[src/design/ssl_pkg.sv]
// ----------------------------------------------------------------------------
// ssl_pkg
// shared constants and controller/datapath interface types
// ----------------------------------------------------------------------------
package ssl_pkg;

  localparam int MAX_ITEMS_DEF  = 64;
  localparam int VALUE_BITS_DEF = 32;

  localparam int DATA_W     = 32;
  localparam int TOTAL_W    = 7;
  localparam int OUT_DATA_W = 40;
  localparam int OUT_USER_W = 2;

  typedef struct packed {
    logic load;
    logic scan_start;
    logic rd_en;
    logic rd_down;
    logic scan_step;
    logic emit_start;
    logic emit_step;
    logic out_load;
    logic out_none;
    logic clear;
  } ssl_cmd_t;

  typedef struct packed {
    logic scan_last;
    logic emit_last;
    logic mark_set;
    logic kept_zero;
    logic out_free;
  } ssl_status_t;

endpackage

[src/design/suffix_sum_leader_filter.sv]
// ----------------------------------------------------------------------------
// suffix_sum_leader_filter
// keeps list elements greater than the exact sum of all elements to their right
// ----------------------------------------------------------------------------
// channel  dir  tdata                           tlast       tuser
// s_*      in   [31:0] value                    is_final    -
// m_*      out  [31:0] kept_value, [38:32]      end_of_run  [0] none_found,
//               kept_total, [39] zero                       [1] dropped
//
// load accepts one transfer per cycle; input is held off from the final
// transfer until the last result of that list is in the output register.
// after the final transfer: a setup state, then a read and a compare state per
// element for the reverse scan, a state to start emission, then a read and a
// check state per element, as the element memory read is registered.
// output stalls hold the emission pass; rst is synchronous and empties the list.
// ----------------------------------------------------------------------------
module suffix_sum_leader_filter #(
  parameter int MAX_ITEMS  = ssl_pkg::MAX_ITEMS_DEF,
  parameter int VALUE_BITS = ssl_pkg::VALUE_BITS_DEF
) (
  input  logic                           clk,
  input  logic                           rst,
  input  logic                           s_tvalid,
  output logic                           s_tready,
  input  logic [ssl_pkg::DATA_W-1:0]     s_tdata,   // [31:0] value
  input  logic                           s_tlast,
  output logic                           m_tvalid,
  input  logic                           m_tready,
  output logic [ssl_pkg::OUT_DATA_W-1:0] m_tdata,   // kept_value, kept_total
  output logic                           m_tlast,
  output logic [ssl_pkg::OUT_USER_W-1:0] m_tuser    // none_found, dropped
);
  import ssl_pkg::*;

  ssl_cmd_t    cmd;
  ssl_status_t status;

  ssl_ctrl u_ctrl (
    .clk      (clk),
    .rst      (rst),
    .s_tvalid (s_tvalid),
    .s_tlast  (s_tlast),
    .s_tready (s_tready),
    .status   (status),
    .cmd      (cmd)
  );

  ssl_dp #(
    .MAX_ITEMS  (MAX_ITEMS),
    .VALUE_BITS (VALUE_BITS)
  ) u_dp (
    .clk      (clk),
    .rst      (rst),
    .in_value (s_tdata),
    .cmd      (cmd),
    .status   (status),
    .m_tvalid (m_tvalid),
    .m_tready (m_tready),
    .m_tdata  (m_tdata),
    .m_tlast  (m_tlast),
    .m_tuser  (m_tuser)
  );

endmodule

[src/design/ssl_ctrl.sv]
// ----------------------------------------------------------------------------
// ssl_ctrl
// sequencer for load, reverse scan and in-order emission passes
// ----------------------------------------------------------------------------
module ssl_ctrl (
  input  logic                clk,
  input  logic                rst,
  input  logic                s_tvalid,
  input  logic                s_tlast,
  output logic                s_tready,
  input  ssl_pkg::ssl_status_t status,
  output ssl_pkg::ssl_cmd_t    cmd
);
  import ssl_pkg::*;

  typedef enum logic [2:0] {
    ST_LOAD,
    ST_SCAN_INIT,
    ST_SCAN_RD,
    ST_SCAN_CMP,
    ST_EMIT_INIT,
    ST_EMIT_RD,
    ST_EMIT_CHK,
    ST_NONE
  } state_t;

  state_t state;
  state_t state_next;

  always_ff @(posedge clk) begin
    if (rst) begin
      state <= ST_LOAD;
    end else begin
      state <= state_next;
    end
  end

  assign s_tready = (state == ST_LOAD);

  always_comb begin
    cmd        = '0;
    state_next = state;
    case (state)
      ST_LOAD: begin
        if (s_tvalid) begin
          cmd.load = 1'b1;
          if (s_tlast) begin
            state_next = ST_SCAN_INIT;
          end
        end
      end
      ST_SCAN_INIT: begin
        cmd.scan_start = 1'b1;
        state_next     = ST_SCAN_RD;
      end
      ST_SCAN_RD: begin
        cmd.rd_en   = 1'b1;
        cmd.rd_down = 1'b1;
        state_next  = ST_SCAN_CMP;
      end
      ST_SCAN_CMP: begin
        cmd.scan_step = 1'b1;
        state_next    = status.scan_last ? ST_EMIT_INIT : ST_SCAN_RD;
      end
      ST_EMIT_INIT: begin
        cmd.emit_start = 1'b1;
        state_next     = status.kept_zero ? ST_NONE : ST_EMIT_RD;
      end
      ST_EMIT_RD: begin
        cmd.rd_en  = 1'b1;
        state_next = ST_EMIT_CHK;
      end
      ST_EMIT_CHK: begin
        if (!status.mark_set || status.out_free) begin
          cmd.out_load = status.mark_set;
          if (status.emit_last) begin
            cmd.clear  = 1'b1;
            state_next = ST_LOAD;
          end else begin
            cmd.emit_step = 1'b1;
            state_next    = ST_EMIT_RD;
          end
        end
      end
      ST_NONE: begin
        if (status.out_free) begin
          cmd.out_none = 1'b1;
          cmd.clear    = 1'b1;
          state_next   = ST_LOAD;
        end
      end
      default: begin
        state_next = ST_LOAD;
      end
    endcase
  end

endmodule

[src/design/ssl_dp.sv]
// ----------------------------------------------------------------------------
// ssl_dp
// element memory, suffix accumulator, keep marks and output register
// ----------------------------------------------------------------------------
module ssl_dp #(
  parameter int MAX_ITEMS  = ssl_pkg::MAX_ITEMS_DEF,
  parameter int VALUE_BITS = ssl_pkg::VALUE_BITS_DEF
) (
  input  logic                               clk,
  input  logic                               rst,
  input  logic [ssl_pkg::DATA_W-1:0]         in_value,
  input  ssl_pkg::ssl_cmd_t                  cmd,
  output ssl_pkg::ssl_status_t               status,
  output logic                               m_tvalid,
  input  logic                               m_tready,
  output logic [ssl_pkg::OUT_DATA_W-1:0]     m_tdata,
  output logic                               m_tlast,
  output logic [ssl_pkg::OUT_USER_W-1:0]     m_tuser
);
  import ssl_pkg::*;

  localparam int CNT_BITS = $clog2(MAX_ITEMS + 1);
  localparam int IDX_BITS = (MAX_ITEMS > 1) ? $clog2(MAX_ITEMS) : 1;
  localparam int SUM_BITS = VALUE_BITS + CNT_BITS + 1;

  logic signed [VALUE_BITS-1:0] mem [MAX_ITEMS];
  logic signed [VALUE_BITS-1:0] rd_data;

  logic [CNT_BITS-1:0]        fill;
  logic [CNT_BITS-1:0]        ptr;
  logic [CNT_BITS-1:0]        kept;
  logic [CNT_BITS-1:0]        emitted;
  logic signed [SUM_BITS-1:0] right_sum;
  logic [MAX_ITEMS-1:0]       marks;
  logic                       ovf;

  logic [CNT_BITS-1:0]        ptr_dec;
  logic [IDX_BITS-1:0]        rd_addr;
  logic [IDX_BITS-1:0]        scan_idx;
  logic [IDX_BITS-1:0]        emit_idx;
  logic signed [SUM_BITS-1:0] elem_ext;
  logic                       full;
  logic                       keep;

  logic [DATA_W-1:0]  out_value;
  logic [TOTAL_W-1:0] out_total;
  logic               out_last;
  logic               out_none_flag;
  logic               out_drop;

  assign ptr_dec  = ptr - CNT_BITS'(1);
  assign scan_idx = ptr_dec[IDX_BITS-1:0];
  assign emit_idx = ptr[IDX_BITS-1:0];
  assign rd_addr  = cmd.rd_down ? scan_idx : emit_idx;
  assign full     = (fill == CNT_BITS'(MAX_ITEMS));
  assign elem_ext = SUM_BITS'(rd_data);
  assign keep     = (elem_ext > right_sum);

  always_ff @(posedge clk) begin
    if (cmd.load && !full) begin
      mem[fill[IDX_BITS-1:0]] <= in_value[VALUE_BITS-1:0];
    end
    if (cmd.rd_en) begin
      rd_data <= mem[rd_addr];
    end
  end

  always_ff @(posedge clk) begin
    if (rst) begin
      fill      <= '0;
      ovf       <= 1'b0;
      ptr       <= '0;
      kept      <= '0;
      emitted   <= '0;
      right_sum <= '0;
      marks     <= '0;
    end else begin
      if (cmd.load) begin
        if (full) begin
          ovf <= 1'b1;
        end else begin
          fill <= fill + CNT_BITS'(1);
        end
      end
      if (cmd.scan_start) begin
        ptr       <= fill;
        kept      <= '0;
        right_sum <= '0;
        marks     <= '0;
      end
      if (cmd.scan_step) begin
        ptr       <= ptr_dec;
        right_sum <= right_sum + elem_ext;
        if (keep) begin
          marks[scan_idx] <= 1'b1;
          kept            <= kept + CNT_BITS'(1);
        end
      end
      if (cmd.emit_start) begin
        ptr     <= '0;
        emitted <= '0;
      end
      if (cmd.emit_step) begin
        ptr <= ptr + CNT_BITS'(1);
      end
      if (cmd.out_load) begin
        emitted <= emitted + CNT_BITS'(1);
      end
      if (cmd.clear) begin
        fill <= '0;
        kept <= '0;
        ovf  <= 1'b0;
      end
    end
  end

  // output register
  always_ff @(posedge clk) begin
    if (rst) begin
      m_tvalid <= 1'b0;
    end else if (cmd.out_load || cmd.out_none) begin
      m_tvalid <= 1'b1;
    end else if (m_tready) begin
      m_tvalid <= 1'b0;
    end
  end

  always_ff @(posedge clk) begin
    if (cmd.out_load) begin
      out_value     <= DATA_W'(rd_data);
      out_total     <= TOTAL_W'(kept);
      out_last      <= ((emitted + CNT_BITS'(1)) == kept);
      out_none_flag <= 1'b0;
      out_drop      <= ovf;
    end else if (cmd.out_none) begin
      out_value     <= '0;
      out_total     <= '0;
      out_last      <= 1'b1;
      out_none_flag <= 1'b1;
      out_drop      <= ovf;
    end
  end

  assign m_tdata = {(OUT_DATA_W - DATA_W - TOTAL_W)'(0), out_total, out_value};
  assign m_tlast = out_last;
  assign m_tuser = {out_drop, out_none_flag};

  assign status.scan_last = (ptr == CNT_BITS'(1));
  assign status.emit_last = ((ptr + CNT_BITS'(1)) == fill);
  assign status.mark_set  = marks[emit_idx];
  assign status.kept_zero = (kept == '0);
  assign status.out_free  = !m_tvalid || m_tready;

  a_fill_bound: assert property (@(posedge clk) disable iff (rst)
    fill <= CNT_BITS'(MAX_ITEMS))
    else $error("fill count beyond capacity");

  a_kept_bound: assert property (@(posedge clk) disable iff (rst)
    kept <= fill)
    else $error("kept count exceeds list length");

  a_out_free: assert property (@(posedge clk) disable iff (rst)
    (cmd.out_load || cmd.out_none) |-> status.out_free)
    else $error("output register overwritten");

  a_out_valid: assert property (@(posedge clk) disable iff (rst)
    (cmd.out_load || cmd.out_none) |=> m_tvalid)
    else $error("loaded result not presented");

endmodule
[config.mk]
export PLATFORM = sky130hd
export DESIGN_NAME = suffix_sum_leader_filter
export DESIGN_NICKNAME = d
export VERILOG_FILES = /design/src/design/ssl_pkg.sv /design/src/design/suffix_sum_leader_filter.sv /design/src/design/ssl_ctrl.sv /design/src/design/ssl_dp.sv
export SDC_FILE = /design/constraint.sdc
export NUM_CORES = 2
export LEC_CHECK = 0
export ABC_AREA = 1
export BUFFER_PORTS_ARGS = -buffer_cell sky130_fd_sc_hd__clkbuf_2
export CAP_MARGIN = 20
export CORE_ASPECT_RATIO = 1.25
export CORE_UTILIZATION = 36
export CTS_CLUSTER_DIAMETER = 150
export CTS_CLUSTER_SIZE = 12
export DETAILED_ROUTE_END_ITERATION = 10
export GPL_ROUTABILITY_DRIVEN = 0
export HOLD_SLACK_MARGIN = 0.12
export PLACE_DENSITY = 0.52
export SETUP_SLACK_MARGIN = 0.1
export SYNTH_ARGS = -nofsm -noshare
export SYNTH_HDL_FRONTEND = slang
export SYNTH_SLANG_ARGS = --single-unit
[constraint.sdc]
create_clock -name clk -period 4.35 [get_ports clk]
set_input_delay 0.2175 -clock clk [delete_from_list [all_inputs] [get_ports clk]]
set_output_delay 0.2175 -clock clk [all_outputs]
set_load 0.05 [all_outputs]
After elaboration in Yosys (flattened, before gate mapping) --
Memories as Yosys holds them, arrays and structs flattened. A register that Yosys moved wholly into a read port is not among the register bits. Index checks and enable logic that the tools add are counted.
Storage, ports and cells: register bits 179, bits of input ports 37, output and inout port bits 45, memories 1, memory bits (writable) 2048
Memories:
- u_dp.mem | depth 64, width 32, rd ports 1, clocked after Yosys merged registers in 1, write ports 1, RTL line ssl_dp.sv:26 | logic signed [VALUE_BITS-1:0] mem [MAX_ITEMS];
Operators by class: bitwise gates (word level) 2, reduce and logical (&&, ||, !) cells 20, eq/ne operators 15, $add $sub $neg 6, $lt $le $gt $ge 4, mux-type cells 55
Operators by type and width (count):
- $mux W64 | 4
- $mux W40 | 2
- $mux W7 | 11
- $mux W32 | 2
- $or A64 B64 Y64 | 1
- $add A40 B32 Y40 | 1
- $gt A32 B40 Y1 | 1
- $add A7 B1 Y7 const B | 4
- $pmux W3 S8 | 1
- $mux W1 | 21
- $mux W3 | 6
- $eq A7 B7 Y1 | 2
- $lt A6 B7 Y1 const B | 2
- $eq A3 B3 Y1 const B | 4
- $mux W2 | 4
- $reduce_bool A2 Y1 | 4
- $eq A7 B1 Y1 const B | 1
- $eq A7 B7 Y1 const B | 1
- $logic_not A7 Y1 | 1
- $sub A7 B1 Y7 const B | 1
- $bmux W1 S6 | 1
- $demux W1 S6 | 1
- $eq A3 B2 Y1 const B | 2
- $ge A6 B1 Y1 const B | 1
- 14 further kinds | 23

Depth between registers and ports, before layout --
depth after elaboration 8, depth in mapped cells 20, gate-level depth less buffers 18

Cells and area by module --
From an unflattened synthesis, not the netlist that was laid out.
Unflattened totals: cells, all modules 7538, area total of the unflattened synthesis 92966.7 um^2
By module, submodules not included:
- ssl_dp | sequential area each 66393.7 um^2, area an instance 92632.6 um^2, instances 1, cells each 7481
- ssl_ctrl | sequential area each 60.1 um^2, area an instance 334.1 um^2, instances 1, cells each 57

Worst setup path before layout --
Ideal clock, no wire load.
kind reg-to-reg, from register u_ctrl.state[0], to memory u_dp.mem[63][0] (netlist bit), enable pin, setup slack -0.348 ns, clock period less this slack 4.698 ns, data required time 3.889 ns, arrival time 4.237 ns, stages on the path, launching flop included 10, path buffers 0, library setup time 0.461 ns, cell sequence dfxtp_1 inv_2 nand2_1 nor2_1 nand2_1 inv_1 nand2_1 nor2_1 nand2_1 nor3_1
Between the ends: word-level cells in the longest chain between the ends 5
Ends and longest elaborated chain:
- start, declared | RTL line ssl_ctrl.sv:27 | state_t state;
- start signal, assigned | RTL line ssl_ctrl.sv:34 | state <= state_next;
- $logic_not A3 Y1
- net s_tready | RTL line suffix_sum_leader_filter.sv:24 | output logic s_tready,
- $mux W1 | RTL line ssl_ctrl.sv:43 | case (state)
- $logic_and A1 B1 Y1 | RTL line ssl_dp.sv:60 | if (cmd.load && !full) begin
- $mux W1 | RTL line ssl_dp.sv:60
- $mux W1 (implied by the code) | RTL line ssl_dp.sv:61 | mem[fill[IDX_BITS-1:0]] <= in_value[VALUE_BITS-1:0];
- end, declared | RTL line ssl_dp.sv:26
The timed path passes the listed nets, and every way through them passes these cells.

Worst setup path after layout --
from register u_ctrl.state[1], to register u_dp.rd_data[6] (read register of u_dp.mem) (data pin)
Between the ends: word-level cells in the longest chain between the ends 3
Ends and longest elaborated chain:
- $eq A3 B2 Y1 or $eq A3 B3 Y1 (tied branches) | RTL line ssl_ctrl.sv:43
- $mux W1 or $reduce_or A2 Y1 (tied branches)
- $mux W6 or $mux W1 (tied branches) | RTL line ssl_dp.sv:54, ssl_ctrl.sv:43
- end, declared | RTL line ssl_dp.sv:27 | logic signed [VALUE_BITS-1:0] rd_data;
Parallel ways exist; a longest one is shown, timed or not. A chain may end at the register's enable or synchronous reset.

==> impl_metrics.tcl <==
set metrics [dict create \
    outcome "completed" \
    cp_slowest_cell "o211ai_1" \
    path_buf_inv 2 \
    fin_skew_ns 0.0506 \
    drtIter0Drc 6636 \
    power_density_nw_per_um2 505 \
    wirelength_um 303000 \
    dieArea_sq_um 265000 \
    pin_count 82 \
    grt_start_max_net_pins 92 \
    grt-busiest-layer "met2" \
    synth-warning-count 0 \
    cts_buffers 214 \
    route.detailed.drc 0 \
    grt_use_met2_pct 38.2 \
    path_class "register to register" \
    avgSynthCellArea_sq_um 11.5 \
    crit_family "compound AO/OA/AOI/OAI gates" \
    synth_top_cell_area_share_pct 67.2 \
    required_ns 4.96 \
    coreArea_sq_um 262000 \
    clock-root-buffer "clkbuf_16" \
    critPathArrivalTime_ns 4.57 \
    yosysTopAreaCell "edfxtp_1" \
    yosysMostFrequentCell "edfxtp_1" \
    vias 65100 \
    grt_antenna_before_repair 13 \
    setup_viol 0 \
    worst_hold_path_type "input pin to register" \
    synth_fp_nets 8377 \
    synth_area_leaders "edfxtp_1 (67%), nand2_1 (6.0%), o21ai_0 (5.2%)" \
    irDropWorstVdd_uv 365 \
    register_area_sq_um 66500 \
    synth_top_family_by_area "simple AND/OR/NAND/NOR gates" \
    area_growth_pct 13.0 \
    place_area_sq_um 101000 \
    synth_simple_gate_area_share_pct 14.3 \
    async_flop_share_pct 0 \
    syn_inst 8252 \
    grt.met1_usage_pct 29.7 \
    crit_path_end_kind "register" \
    tightest_slew_ns 1.16 \
    grtUsageTotal_pct 22.4 \
    period_needed_ns 3.96 \
    die_w_um 461 \
    hpwl_um 183000 \
    grt_overflow 0 \
    synth_flop_cell "edfxtp_1" \
    final_nets 8504 \
    ys_types 50 \
    met3_usage_pct 2.65 \
    yosysSeqAreaShare_pct 70.1 \
    yosys.area_share.adder_pct 1.17 \
    grt_pass1_wl_um 440000 \
    port_buffers 80 \
    synthMuxAreaShare_pct 0 \
    synth-compound-area-share_pct 10.5 \
    fin_crit_sh_pct 91.1 \
    wl_per_cell_um 25.4 \
    insertion_delay_ns 0.87 \
    slew_violations 0 \
    drive_gt1_share_pct 8.46 \
    crit_path_max_fanout 75 \
    cts_sinks 2259 \
    drtAntennaViolNets 0 \
    rsz0062_at_grt "no" \
    fillers 24700 \
    synth_seq_cells 2259 \
    crit_chain "nand3_1, o21ai_4, inv_16, buf_12, o21ai_0, o21ai_0, o211ai_1, nand3_1, nand3_1, nand2_1" \
    via_per_inst 5.46 \
    fin_area_sq_um 107000 \
    synth_enable_flop_cells 2121 \
    grt_pass1_vias 63600 \
    synth-xor-area-share_pct 0.111 \
    syn_area_sq_um 94800 \
    critPathLaunchType "register" \
    maxCapViolations 0 \
    cts_htree_levels 4 \
    num_rows 210 \
    slowest_delay_ns 0.70 \
    die_h_um 576 \
    fmaxAchievable_mhz 252 \
    hold_viol_final 0 \
    synth_common_cells "edfxtp_1 (2121), nand2_1 (1527), o21ai_0 (985)" \
    multi_input_area_sq_um 25200 \
    cts_tree "done" \
    clockBufferDepth 4 \
    leakagePower_nw 36.6 \
    start_util_pct 36.2 \
    slew_headroom_pct 22.7 \
    cp_common_cell "nand3_1" \
    clkSlewWorstSetupHoldPaths_ns 0.07 \
    dr.pass1.iters 6 \
    setup_tns_ns 0 \
    post_cts_resized 0 \
]
[cells by family (layout without fill, tap and decap cells)]
family | Yosys count | in the layout
AOI/OAI and AO/OA | 1759 | 1759
xor gates and xnor gates | 12 | 12
DFF | 2259 | 2259
and+or+nand+nor | 3255 | 3255
adders and majority gates | 88 | 88
buffers and inverters | 878 | 1052
other | 1 | 4
[cell type report]
class / instances / share of cell area, %
Antenna cell: 3 / 0.00701
Clock inverter: 8 / 0.100
Tap cell: 3498 / 4.08
Clock buffer: 255 / 5.16
Inverter: 366 / 1.31
Multi-Input combinational cell: 5115 / 23.5
Timing Repair Buffer: 423 / 3.79
Sequential cell: 2259 / 62.0
[routing by layer]
layer / part of all wire, % / wire length [um] / vias up
met3: 5.7 / 17300 / 451
li1: - / - / 29500
met1: 42 / 128000 / 32900
met4: 3.0 / 9000 / 4
met5: 0.011 / 32 / -
met2: 49 / 149000 / 2154
[timing repair]
action / 4_1_cts / 5_1_grt
buffers inserted: 0 / 0
hold endpoints to repair: 1155 / 38
hold buffers: 31 / 1
[where the power goes]
part | leakage, nW | switching (W) | internal, W
clock | 2.75 | 0.00783 | 0.00882
sequential | 20.3 | 0.000291 | 0.0240
combinational | 13.5 | 0.00940 | 0.00377
total | 36.6 | 0.0175 | 0.0366
[per-stage QoR]
| step | setup WS, ns | total power (W) | hold slack [ns] | instances | util [%] |
|---|---|---|---|---|---|
| finish | 0.387 | 0.0541 | 0.141 | 11900 | 40.9 |
| global route | 0.295 | 0.0563 | 0.174 | 11900 | 40.9 |
| CTS | 0.459 | 0.0544 | 0.128 | 11900 | 40.9 |
| detailed placement | 0.492 | 0.0378 | 0.452 | 11600 | 38.6 |
| global placement | 0.462 | 0.0378 | 0.449 | 11600 | 38.6 |
| floorplan | 0.486 | 0.0321 | 0.316 | 8252 | - |
[worst paths after layout]
kind	from	cells past startpoint	slack [ns]	endpoint
hold reg to reg	u_dp.right_sum[39]$_SDFFE_PP0P_	2	0.46	u_dp.right_sum[39]$_SDFFE_PP0P_
setup / recovery	u_ctrl.state[1]$_SDFFE_PP0P_	10	0.39	u_dp.rd_data[6]$_DFFE_PP_
hold / removal	s_tdata[7]	1	0.14	u_dp.mem[42][7]$_DFFE_PP_
setup reg to reg	u_ctrl.state[1]$_SDFFE_PP0P_	10	0.39	u_dp.rd_data[6]$_DFFE_PP_
[layout by cell type, fill, tap and decap left out, types with 5 or more instances in the layout]
cell	instances
nand2_1	1526
inv_2	9
inv_1	349
nand4_1	34
buf_12	80
o21ai_0	984
clkbuf_2	79
o21bai_1	253
edfxtp_1	2121
clkbuf_16	215
clkbuf_1	40
a21oi_1	212
o21ai_1	11
buf_4	232
clkinv_8	5
nor2_1	695
dlygate4sd3_1	32
nand2_2	5
ha_1	87
nor3_1	20
nand3_1	891
dfxtp_1	138
xor2_1	11
nor2_4	62
o22ai_1	223
a21o_1	6
clkinv_1	5
o21ai_4	5
o211ai_1	47
[state kept, by name, summed over array words and instances (netlist names), 32 cells and up]
name,flops
u_dp.marks,64
u_dp.out_value,32
u_dp.right_sum,40
u_dp.mem,2048
u_dp.rd_data,32
Note: power is estimated with default switching activity, not from simulation.
